[config.mk]
export PLATFORM = sky130hd
export DESIGN_NAME = led_color_palette_sequencer
export DESIGN_NICKNAME = d
export VERILOG_FILES = /design/src/design/lcps_pkg.sv /design/src/design/led_color_palette_sequencer.sv /design/src/design/lcps_mem.sv /design/src/design/lcps_ctrl.sv
export SDC_FILE = /design/constraint.sdc
export NUM_CORES = 1
export LEC_CHECK = 0
export BUFFER_PORTS_ARGS = -buffer_cell sky130_fd_sc_hd__buf_4
export CAP_MARGIN = 20
export CORE_MARGIN = 5
export CORE_UTILIZATION = 48
export CTS_CLUSTER_SIZE = 12
export DETAILED_ROUTE_END_ITERATION = 16
export PLACE_DENSITY_LB_ADDON = 0.12
export REMOVE_ABC_BUFFERS = 1
export SLEW_MARGIN = 20
export SYNTH_ARGS = -nofsm -noshare
export SYNTH_HDL_FRONTEND = slang
export SYNTH_HIERARCHICAL = 1
export SYNTH_SLANG_ARGS = --single-unit
[constraint.sdc]
create_clock -name clock -period 7.2 [get_ports clock]
set_input_delay 1.44 -clock clock [delete_from_list [all_inputs] [get_ports clock]]
set_output_delay 1.44 -clock clock [all_outputs]
set_load 0.02 [all_outputs]
[src/design/lcps_pkg.sv]
// ============================================================================
// LED color palette sequencer package
// Shared types, action codes and defaults for the palette sequencer blocks.
// ============================================================================
package lcps_pkg;

   // Default number of palette entries
   localparam int DEF_PALETTE_DEPTH = 16;

   // Reset values of the configuration registers
   localparam logic [15:0] TICK_PERIOD_RST = 16'd1000;
   localparam logic [5:0]  LOOP_LIMIT_RST  = 6'h3f;   // -1: loop over all entries
   localparam logic [5:0]  LOOP_LIMIT_ALL  = 6'h3f;
   localparam logic [4:0]  POS_APPEND      = 5'h1f;   // -1 on add appends
   localparam logic [15:0] TICKS_MAX       = 16'hffff;

   // Input actions
   typedef enum logic [2:0] {
      ACT_ADD    = 3'd0,
      ACT_REMOVE = 3'd1,
      ACT_NEXT   = 3'd2,
      ACT_PREV   = 3'd3,
      ACT_TICK   = 3'd4,
      ACT_CLEAR  = 3'd5
   } action_type;

   // Configuration register indexes
   typedef enum logic {
      CSR_TICK_PERIOD = 1'b0,
      CSR_LOOP_LIMIT  = 1'b1
   } csr_index_type;

   // Sequencer states
   typedef enum logic [1:0] {
      ST_IDLE,
      ST_SHIFT,
      ST_READ
   } state_type;

   // Configuration handed to the sequencer
   typedef struct packed {
      logic [15:0] tick_period;
      logic [5:0]  loop_limit;
   } cfg_type;

   // One result transaction
   typedef struct packed {
      logic       led_write;
      logic [7:0] led_red;
      logic [7:0] led_green;
      logic [7:0] led_blue;
      logic       status;
      logic [4:0] value;
      logic [4:0] entry_count;
      logic [3:0] play_position;
   } rsp_type;

endpackage

[src/design/led_color_palette_sequencer.sv]
// ============================================================================
// LED color palette sequencer
// Palette of RGB colors with add, remove, step, tick and clear actions.
// ============================================================================
// Usage:
//   req_* is a valid/ready channel carrying one action per transaction; rsp_*
//   returns exactly one result transaction per request, in order.
//   csr_write with csr_index/csr_data sets tick_period and loop_limit; write
//   only while the block is idle.
//   Add, clear, rejected items, unused actions, ticks that do not fire and
//   next or prev on an empty palette load the result register directly;
//   other next, prev and a firing tick pass through ST_READ (one palette
//   memory read); a remove at index p below count - 1 walks ST_SHIFT, one
//   palette entry moved per cycle through the single read and write port.
//   One request is in flight at a time; a new request is taken once the
//   previous result is in the output register and that register is empty or
//   being taken in the same cycle.
//   Reset empties the palette count, play index and tick counter and loads the
//   register defaults; palette contents are undefined until written.
//   A stalled receiver holds the result in the output register and blocks
//   further requests until it is taken.
// ============================================================================
module led_color_palette_sequencer import lcps_pkg::*; #(
   parameter int PALETTE_DEPTH = DEF_PALETTE_DEPTH
) (
   input  logic        clock,
   input  logic        reset,
   // configuration
   input  logic        csr_write,
   input  logic        csr_index,
   input  logic [15:0] csr_data,
   // request
   input  logic        req_valid,
   output logic        req_ready,
   input  logic [2:0]  req_action,
   input  logic [4:0]  req_position,
   input  logic [7:0]  req_in_red,
   input  logic [7:0]  req_in_green,
   input  logic [7:0]  req_in_blue,
   // result
   output logic        rsp_valid,
   input  logic        rsp_ready,
   output logic        rsp_led_write,
   output logic [7:0]  rsp_led_red,
   output logic [7:0]  rsp_led_green,
   output logic [7:0]  rsp_led_blue,
   output logic        rsp_status,
   output logic [4:0]  rsp_value,
   output logic [4:0]  rsp_entry_count,
   output logic [3:0]  rsp_play_position
);

   localparam int IDX_W = $clog2(PALETTE_DEPTH);

   cfg_type          cfg_ff;
   rsp_type          rsp;
   logic             mem_wr_en, mem_rd_en;
   logic [IDX_W-1:0] mem_wr_addr, mem_rd_addr;
   logic [23:0]      mem_wr_data, mem_rd_data;

   // Configuration registers
   always_ff @(posedge clock) begin
      if (reset) begin
         cfg_ff.tick_period <= TICK_PERIOD_RST;
         cfg_ff.loop_limit  <= LOOP_LIMIT_RST;
      end else if (csr_write) begin
         case (csr_index_type'(csr_index))
            CSR_TICK_PERIOD: cfg_ff.tick_period <= csr_data;
            CSR_LOOP_LIMIT:  cfg_ff.loop_limit  <= csr_data[5:0];
            default: begin
               cfg_ff <= cfg_ff;
            end
         endcase
      end
   end

   // Sequencer control
   lcps_ctrl #(
      .DEPTH (PALETTE_DEPTH)
   ) u_ctrl (
      .clock        (clock),
      .reset        (reset),
      .cfg          (cfg_ff),
      .req_valid    (req_valid),
      .req_ready    (req_ready),
      .req_action   (req_action),
      .req_position (req_position),
      .req_color    ({req_in_red, req_in_green, req_in_blue}),
      .rsp_valid    (rsp_valid),
      .rsp_ready    (rsp_ready),
      .rsp          (rsp),
      .mem_wr_en    (mem_wr_en),
      .mem_wr_addr  (mem_wr_addr),
      .mem_wr_data  (mem_wr_data),
      .mem_rd_en    (mem_rd_en),
      .mem_rd_addr  (mem_rd_addr),
      .mem_rd_data  (mem_rd_data)
   );

   // Palette store
   lcps_mem #(
      .DEPTH (PALETTE_DEPTH)
   ) u_mem (
      .clock   (clock),
      .wr_en   (mem_wr_en),
      .wr_addr (mem_wr_addr),
      .wr_data (mem_wr_data),
      .rd_en   (mem_rd_en),
      .rd_addr (mem_rd_addr),
      .rd_data (mem_rd_data)
   );

   assign rsp_led_write     = rsp.led_write;
   assign rsp_led_red       = rsp.led_red;
   assign rsp_led_green     = rsp.led_green;
   assign rsp_led_blue      = rsp.led_blue;
   assign rsp_status        = rsp.status;
   assign rsp_value         = rsp.value;
   assign rsp_entry_count   = rsp.entry_count;
   assign rsp_play_position = rsp.play_position;

endmodule

[src/design/lcps_mem.sv]
// ============================================================================
// Palette memory
// Single write port, single read port, registered read data.
// ============================================================================
module lcps_mem import lcps_pkg::*; #(
   parameter int DEPTH = DEF_PALETTE_DEPTH
) (
   input  logic                     clock,
   input  logic                     wr_en,
   input  logic [$clog2(DEPTH)-1:0] wr_addr,
   input  logic [23:0]              wr_data,
   input  logic                     rd_en,
   input  logic [$clog2(DEPTH)-1:0] rd_addr,
   output logic [23:0]              rd_data
);

   logic [23:0] mem [DEPTH];
   logic [23:0] rd_data_ff;

   // Write port
   always_ff @(posedge clock) begin
      if (wr_en) begin
         mem[wr_addr] <= wr_data;
      end
   end

   // Read port
   always_ff @(posedge clock) begin
      if (rd_en) begin
         rd_data_ff <= mem[rd_addr];
      end
   end

   assign rd_data = rd_data_ff;

endmodule

[src/design/lcps_ctrl.sv]
// ============================================================================
// Palette sequencer control
// Holds count, play index and tick counter, runs the remove shift loop and
// the palette reads, and keeps the result register.
// ============================================================================
module lcps_ctrl import lcps_pkg::*; #(
   parameter int DEPTH = DEF_PALETTE_DEPTH
) (
   input  logic                     clock,
   input  logic                     reset,
   input  cfg_type                  cfg,
   // request
   input  logic                     req_valid,
   output logic                     req_ready,
   input  logic [2:0]               req_action,
   input  logic [4:0]               req_position,
   input  logic [23:0]              req_color,
   // result
   output logic                     rsp_valid,
   input  logic                     rsp_ready,
   output rsp_type                  rsp,
   // palette memory
   output logic                     mem_wr_en,
   output logic [$clog2(DEPTH)-1:0] mem_wr_addr,
   output logic [23:0]              mem_wr_data,
   output logic                     mem_rd_en,
   output logic [$clog2(DEPTH)-1:0] mem_rd_addr,
   input  logic [23:0]              mem_rd_data
);

   localparam int IDX_W = $clog2(DEPTH);
   localparam int CNT_W = $clog2(DEPTH + 1);
   localparam int CMP_W = (CNT_W > 4) ? CNT_W : 4;
   localparam int LW0   = (CNT_W > IDX_W + 1) ? CNT_W : IDX_W + 1;
   localparam int LW    = (LW0 > 6) ? LW0 : 6;

   state_type          state_ff, state_in;
   logic [CNT_W-1:0]   count_ff, count_in;
   logic [IDX_W-1:0]   pidx_ff, pidx_in;
   logic [15:0]        elapsed_ff, elapsed_in;
   logic [IDX_W-1:0]   cursor_ff, cursor_in;
   logic               rsp_valid_ff, rsp_valid_in;
   rsp_type            rsp_ff, rsp_in;
   logic               rsp_load;

   logic               accept;
   logic               pos_neg, pos_bad_neg;
   logic [CMP_W-1:0]   target, pos_u, cnt_c;
   logic               add_ok, add_grow, rm_ok, rm_shift, shift_more;
   logic [LW-1:0]      inc, cnt_l, lim_val;
   logic [IDX_W-1:0]   next_idx, prev_raw, prev_idx, tick_idx;
   logic               tick_wrap;
   logic [15:0]        ticks_inc;
   logic               tick_fire;
   logic [CNT_W-1:0]   rm_cnt;
   logic [IDX_W-1:0]   rm_pidx;

   // Operand decode
   always_comb begin
      pos_neg     = req_position[4];
      pos_bad_neg = pos_neg && (req_position != POS_APPEND);
      pos_u       = CMP_W'(req_position[3:0]);
      cnt_c       = CMP_W'(count_ff);
      target      = (req_position == POS_APPEND) ? cnt_c : pos_u;
      add_ok      = !pos_bad_neg && (target < CMP_W'(DEPTH));
      add_grow    = (target == cnt_c);
      rm_ok       = !pos_neg && (pos_u < cnt_c);
      rm_shift    = ((CMP_W + 1)'(pos_u) + 1'b1) < (CMP_W + 1)'(count_ff);
      shift_more  = ((LW + 1)'(cursor_ff) + 2'd2) < (LW + 1)'(count_ff);
   end

   // Play index steps
   always_comb begin
      inc      = LW'(pidx_ff) + 1'b1;
      cnt_l    = LW'(count_ff);
      lim_val  = LW'(cfg.loop_limit[4:0]);
      next_idx = (inc >= cnt_l) ? '0 : IDX_W'(inc);
      prev_raw = (pidx_ff == '0) ? IDX_W'(count_ff - 1'b1) : pidx_ff - 1'b1;
      prev_idx = (LW'(prev_raw) >= cnt_l) ? '0 : prev_raw;
      // wrap at min(loop limit, count); limits 32 to 62 always wrap
      if (cfg.loop_limit == LOOP_LIMIT_ALL) begin
         tick_wrap = (inc >= cnt_l);
      end else if (cfg.loop_limit[5]) begin
         tick_wrap = 1'b1;
      end else begin
         tick_wrap = (inc >= lim_val) || (inc >= cnt_l);
      end
      tick_idx  = tick_wrap ? '0 : IDX_W'(inc);
      ticks_inc = (elapsed_ff == TICKS_MAX) ? TICKS_MAX : elapsed_ff + 1'b1;
      tick_fire = (ticks_inc >= cfg.tick_period);
      // state after a successful remove
      rm_cnt    = count_ff - 1'b1;
      rm_pidx   = ((rm_cnt != '0) && (LW'(pidx_ff) >= LW'(rm_cnt)))
                  ? IDX_W'(rm_cnt - 1'b1) : pidx_ff;
   end

   assign req_ready = (state_ff == ST_IDLE) && (!rsp_valid_ff || rsp_ready);
   assign accept    = req_valid && req_ready;

   // Next state and memory control
   always_comb begin
      state_in    = state_ff;
      count_in    = count_ff;
      pidx_in     = pidx_ff;
      elapsed_in  = elapsed_ff;
      cursor_in   = cursor_ff;
      mem_wr_en   = 1'b0;
      mem_wr_addr = cursor_ff;
      mem_wr_data = mem_rd_data;
      mem_rd_en   = 1'b0;
      mem_rd_addr = cursor_ff + 1'b1;
      rsp_load    = 1'b0;
      rsp_in      = '0;

      case (state_ff)
         ST_IDLE: begin
            if (accept) begin
               case (req_action)
                  ACT_ADD: begin
                     rsp_load = 1'b1;
                     if (add_ok) begin
                        mem_wr_en    = 1'b1;
                        mem_wr_addr  = IDX_W'(target);
                        mem_wr_data  = req_color;
                        rsp_in.value = 5'(target);
                        if (add_grow) begin
                           count_in = count_ff + 1'b1;
                        end
                     end else begin
                        rsp_in.status = 1'b1;
                     end
                  end
                  ACT_REMOVE: begin
                     if (!rm_ok) begin
                        rsp_load      = 1'b1;
                        rsp_in.status = 1'b1;
                     end else if (rm_shift) begin
                        mem_rd_en   = 1'b1;
                        mem_rd_addr = IDX_W'(pos_u) + 1'b1;
                        cursor_in   = IDX_W'(pos_u);
                        state_in    = ST_SHIFT;
                     end else begin
                        rsp_load     = 1'b1;
                        count_in     = rm_cnt;
                        pidx_in      = rm_pidx;
                        rsp_in.value = 5'(rm_cnt);
                     end
                  end
                  ACT_NEXT, ACT_PREV: begin
                     if (count_ff != '0) begin
                        pidx_in     = (req_action == ACT_NEXT) ? next_idx : prev_idx;
                        mem_rd_en   = 1'b1;
                        mem_rd_addr = pidx_in;
                        state_in    = ST_READ;
                     end else begin
                        rsp_load = 1'b1;
                     end
                  end
                  ACT_TICK: begin
                     if (tick_fire) begin
                        elapsed_in  = '0;
                        pidx_in     = tick_idx;
                        mem_rd_en   = 1'b1;
                        mem_rd_addr = tick_idx;
                        state_in    = ST_READ;
                     end else begin
                        elapsed_in = ticks_inc;
                        rsp_load   = 1'b1;
                     end
                  end
                  ACT_CLEAR: begin
                     count_in = '0;
                     pidx_in  = '0;
                     rsp_load = 1'b1;
                  end
                  default: begin
                     rsp_load = 1'b1;
                  end
               endcase
            end
         end
         ST_SHIFT: begin
            // move entry cursor+1 down to cursor, fetch the one after
            mem_wr_en = 1'b1;
            cursor_in = cursor_ff + 1'b1;
            if (shift_more) begin
               mem_rd_en   = 1'b1;
               mem_rd_addr = cursor_ff + IDX_W'(2);
            end else begin
               count_in     = rm_cnt;
               pidx_in      = rm_pidx;
               rsp_in.value = 5'(rm_cnt);
               rsp_load     = 1'b1;
               state_in     = ST_IDLE;
            end
         end
         ST_READ: begin
            rsp_in.led_write = 1'b1;
            if (count_ff != '0) begin
               rsp_in.led_red   = mem_rd_data[23:16];
               rsp_in.led_green = mem_rd_data[15:8];
               rsp_in.led_blue  = mem_rd_data[7:0];
            end
            rsp_load = 1'b1;
            state_in = ST_IDLE;
         end
         default: begin
            state_in = ST_IDLE;
         end
      endcase

      rsp_in.entry_count   = 5'(count_in);
      rsp_in.play_position = 4'(pidx_in);

      rsp_valid_in = rsp_valid_ff && !rsp_ready;
      if (rsp_load) begin
         rsp_valid_in = 1'b1;
      end
   end

   // Control state
   always_ff @(posedge clock) begin
      if (reset) begin
         state_ff     <= ST_IDLE;
         count_ff     <= '0;
         pidx_ff      <= '0;
         elapsed_ff   <= '0;
         rsp_valid_ff <= 1'b0;
      end else begin
         state_ff     <= state_in;
         count_ff     <= count_in;
         pidx_ff      <= pidx_in;
         elapsed_ff   <= elapsed_in;
         rsp_valid_ff <= rsp_valid_in;
      end
   end

   // Shift cursor and result payload
   always_ff @(posedge clock) begin
      cursor_ff <= cursor_in;
      if (rsp_load) begin
         rsp_ff <= rsp_in;
      end
   end

   assign rsp_valid = rsp_valid_ff;
   assign rsp       = rsp_ff;

endmodule
==> results.md <==
* Switching Fraction at 21.9%
* First-pass GRT wire length at roughly 86000 um
* ANT nets after route at 0
* DP HPWL at 34200 um
* Setup Skew at around 0.027 ns
* Post-Syn Area at 0.0223 mm^2
* Max clock buf depth at 3
* Cell Area, Placed at approximately 0.024 mm^2
* Seq/Total Area, Yosys at about two thirds
* Clock tree sinks at 502
* Slowest stage cell, crit path: a31oi_4
* Syn. warnings at 6
* Final nets at 1679
* Critical path endpoint category: flip-flop
* Hold_buf cts at 0
* Max Freq at 172 MHz
* Resized cells post-CTS at 0
* Vias in the first global route at 13400
* WS Path Type: flip-flop to flip-flop
* Main flop type after synthesis: edfxtp_1
* Final worst-path cycle share at about four fifths
* Total track usage at 22.6%
* CP Data Required Time at about 7.6 ns
* Initial core utilization at around half
* Total Wirelength at between 50000 and 60000 um
* DR iter-0 viols at 1177
* Layout area overhead at 14.4%
* Clock root buffer master: clkbuf_16
* Via count at 13400
* Clk Latency, worst-skew pair at 0.61 ns
* Max layer used: met4
* Run status: complete, no violations
* P_sw at ~1.4 mW
* Final Setup Violations at 0
* Metal-1 WL at ~25000 um
* Layout Cell Area excl Fill at 0.0256 mm^2
* Pwr/cell area at about 240 mW/mm^2
* Critical-path cell list: and4_1 > and2_1 > nand3_1 > or3_1 > nand2_1 > inv_1 > ha_1 > or3b_1 > o2111ai_1 > a31oi_1 > o21a_1 > nor3_2 > o21ai_0 > a31oi_4 > buf_12 > mux4_2 > a22oi_1 > nand2_1
* Setup Total Neg Slack at 0 ns
* Met3 wire len at 3570 um
* Worst IR Drop VDD at 0.195 mV
* Max Slew Vio Count at 0
* # Max-Cap Violations at 0
* Placed cells at 2120
* Metal2 WL at 28100 um
* Pint at 4.85 mW
* Final worst path period need at 5.80 ns
* Clock share of power at 41.4%
* Combinational share of power at 7.1%
* GR Overflow Total at 0
* Overall die width at 226 um
* Number of flops mapped to enable cells by yosys at 452
* RePlAce Congestion at between 0.9 and 1
* Asr flop ratio synth at 0%
* Crit Path Max Fanout at 36
* Crit path top cell by count: nand2_1
* Post-synth cell types at between 80 and 90
* Core Region at ~0.046 mm^2
* Full die area at 0.0509 mm^2
* Initial antenna violation count at 0
* WP data arrival at 6.16 ns
* # fillers at 3700
* Largest net degree at the start of global routing at 97
* Layout cell share with drive strength beyond 1 at roughly a quarter
* Finished Layout Cells at about 2200
* Port buffer count at 95
* Clock transition at path regs at 0.06 ns
* Num CTS Buffers at 52
* Hold WC Path Type: flip-flop to flip-flop
* Mean Syn Cell Area at about 15 um^2
* CTS tree: done
* # DRC at 0
* Slew HR at 29.5%
* Pleak at 8.94 nW
* Row count at 79
* 1st-pass router iterations at 5
* Drt wl/cell at roughly 26 um
* Sequential power share at 51.5%
* Die Ht at 226 um
* Unrepaired setup endpoints after global routing: no
* Max stage delay on crit path at roughly 0.63 ns
* Avg Vias per Cell at 6.08
* I/O pin count at 96
* Worst slew pin tran at approximately 1.0 ns
* Final Hold Fails at 0
* Post-CTS Setup Repair Bufs at 0
* Mapped Cells at 1462
* CP Launch Type: flip-flop
* CTS H-Tree Depth at 2
* Yosys reg bits at 502
## cells in the final DEF, fill, tap and decap left out, types with 6 or more instances in the layout
cell type and count:
edfxtp_1 452, buf_4 131, mux4_2 96, nand2_1 87, a22oi_1 67, nor2_1 63
ha_1 58, clkbuf_16 53, dfxtp_1 50, a21oi_1 43, o21ai_0 41, and3_1 38
nand3_1 38, inv_1 37, mux2_2 24, nand2b_1 22, nor3_1 18, clkbuf_1 16
xnor2_1 14, mux2i_1 12, xor2_1 12, nor2_4 12, nand4bb_1 10, o21ai_2 10
and2_1 10, a211oi_1 10, clkinv_1 9, a31oi_1 9, o21a_1 8, nor2b_1 8
nand4_1 7, a21o_1 7, a211o_1 6, nor3_2 6
## metrics by stage
step | setup slack, ns | hold WS (ns) | total power, mW | util (%)
3_5_place_dp | 1.35 | 0.467 | 3.70 | 51.7
2_1_floorplan | -7.19 | 0.453 | 3.58 | -
6_report | 1.40 | 0.476 | 6.21 | 55.2
5_1_grt | 0.899 | 0.505 | 6.43 | 55.2
4_1_cts | 1.35 | 0.479 | 6.28 | 55.2
3_3_place_gp | 1.35 | 0.466 | 3.70 | 51.7
## logic make-up (layout without fill, tap and decap cells)
group | after synthesis | count (layout) | share of synthesized area [%]
and+or+nand+nor | 356 | 356 | 8.30
adders and majority gates | 58 | 58 | 3.25
muxes | 132 | 132 | 11.4
DFF | 502 | 502 | 65.3
xor gates and xnor gates | 26 | 26 | 1.02
other | 0 | 2 | 0
buffers and inverters | 126 | 265 | 2.57
AOI/OAI and AO/OA | 262 | 262 | 8.18
## flip-flops by register name, indices dropped and copies added, names as in the netlist
name,flops
u_mem/mem,384
cfg_ff,22
u_mem/rd_data,24
u_ctrl/rsp_valid,1
u_ctrl/pidx_ff,4
u_ctrl/elapsed_ff,16
u_ctrl/cnt_c,5
u_ctrl/state_ff,2
u_ctrl/rsp,40
u_ctrl/cursor_ff,4
## cell type report
class | instances | area [um^2] | share of cell area, %
Sequential cell | 502 | 14600 | 57.0
Multi-Input combinational cell | 834 | 7350 | 28.8
Clock buffer | 71 | 1410 | 5.53
Timing Repair Buffer | 137 | 1090 | 4.28
Tap cell | 607 | 759 | 2.97
Clock inverter | 17 | 205 | 0.803
Inverter | 40 | 150 | 0.587
Antenna cell | 2 | 5.00 | 0.0196
## routing by layer
| layer | up-vias | track usage [%] |
|---|---|---|
| met5 | - | 0 |
| met4 | 0 | 5.92 |
| met3 | 118 | 4.06 |
| met2 | 463 | 37.2 |
| met1 | 6860 | 31.5 |
| li1 | 5998 | - |
## worst max-delay path: cells and delay by family (launching register included)
| family | cells | cell delay [ns] |
|---|---|---|
| AOI/OAI and AO/OA | 6 | 1.59 |
| and+or+nand+nor | 8 | 2.26 |
| buffers and inverters | 2 | 0.42 |
| adders and majority gates | 1 | 0.26 |
| DFF | 1 | 0.43 |
| muxes | 1 | 0.55 |
## worst paths after layout
kind | endpoint | cells past startpoint | slack [ns] | from
worst max-delay path | u_mem/rd_data[4] | 18 | 1.40 | u_ctrl/elapsed_ff[2]
worst min-delay path | cfg_ff[17] | 2 | 0.48 | cfg_ff[17]
worst max register to register | u_mem/rd_data[4] | 18 | 1.40 | u_ctrl/elapsed_ff[2]
worst min register to register | cfg_ff[17] | 2 | 0.48 | cfg_ff[17]
## power by group through the flow
| stage | sequential, mW | clock, mW | combinational (mW) |
|---|---|---|---|
| floorplan | 3.27 | 0 | 0.309 |
| global placement | 3.26 | 0 | 0.437 |
| detailed placement | 3.26 | 0 | 0.442 |
| CTS | 3.20 | 2.64 | 0.443 |
| global route | 3.20 | 2.76 | 0.478 |
| finish | 3.20 | 2.57 | 0.440 |
## synthesized netlist by cell type (all sizes together) (4+ instances only)
cell type,instances,share of area (%)
xnor2,14,0.55
a22oi,67,2.3
a21o,7,0.24
a211oi,10,0.34
a21oi,44,1.0
ha,58,3.2
o21a,8,0.27
nand4bb,10,0.50
nor3,24,0.58
a211o,6,0.24
o22ai,5,0.14
inv,38,0.64
o21ai,56,1.4
a31oi,11,0.38
buf,32,0.97
nor2,77,1.3
clkbuf,54,0.92
and3,38,1.1
nor4,4,0.11
and2,11,0.31
nand3,40,0.90
or3,4,0.11
nand4,7,0.20
mux2i,12,0.54
o211ai,4,0.13
nor2b,12,0.34
dfxtp,50,4.5
nand2,88,1.5
xor2,12,0.47
mux2,24,1.2
mux4,96,9.7
edfxtp,452,61
o31ai,5,0.17
nand2b,22,0.62
Power figures use the tool's default switching activity.
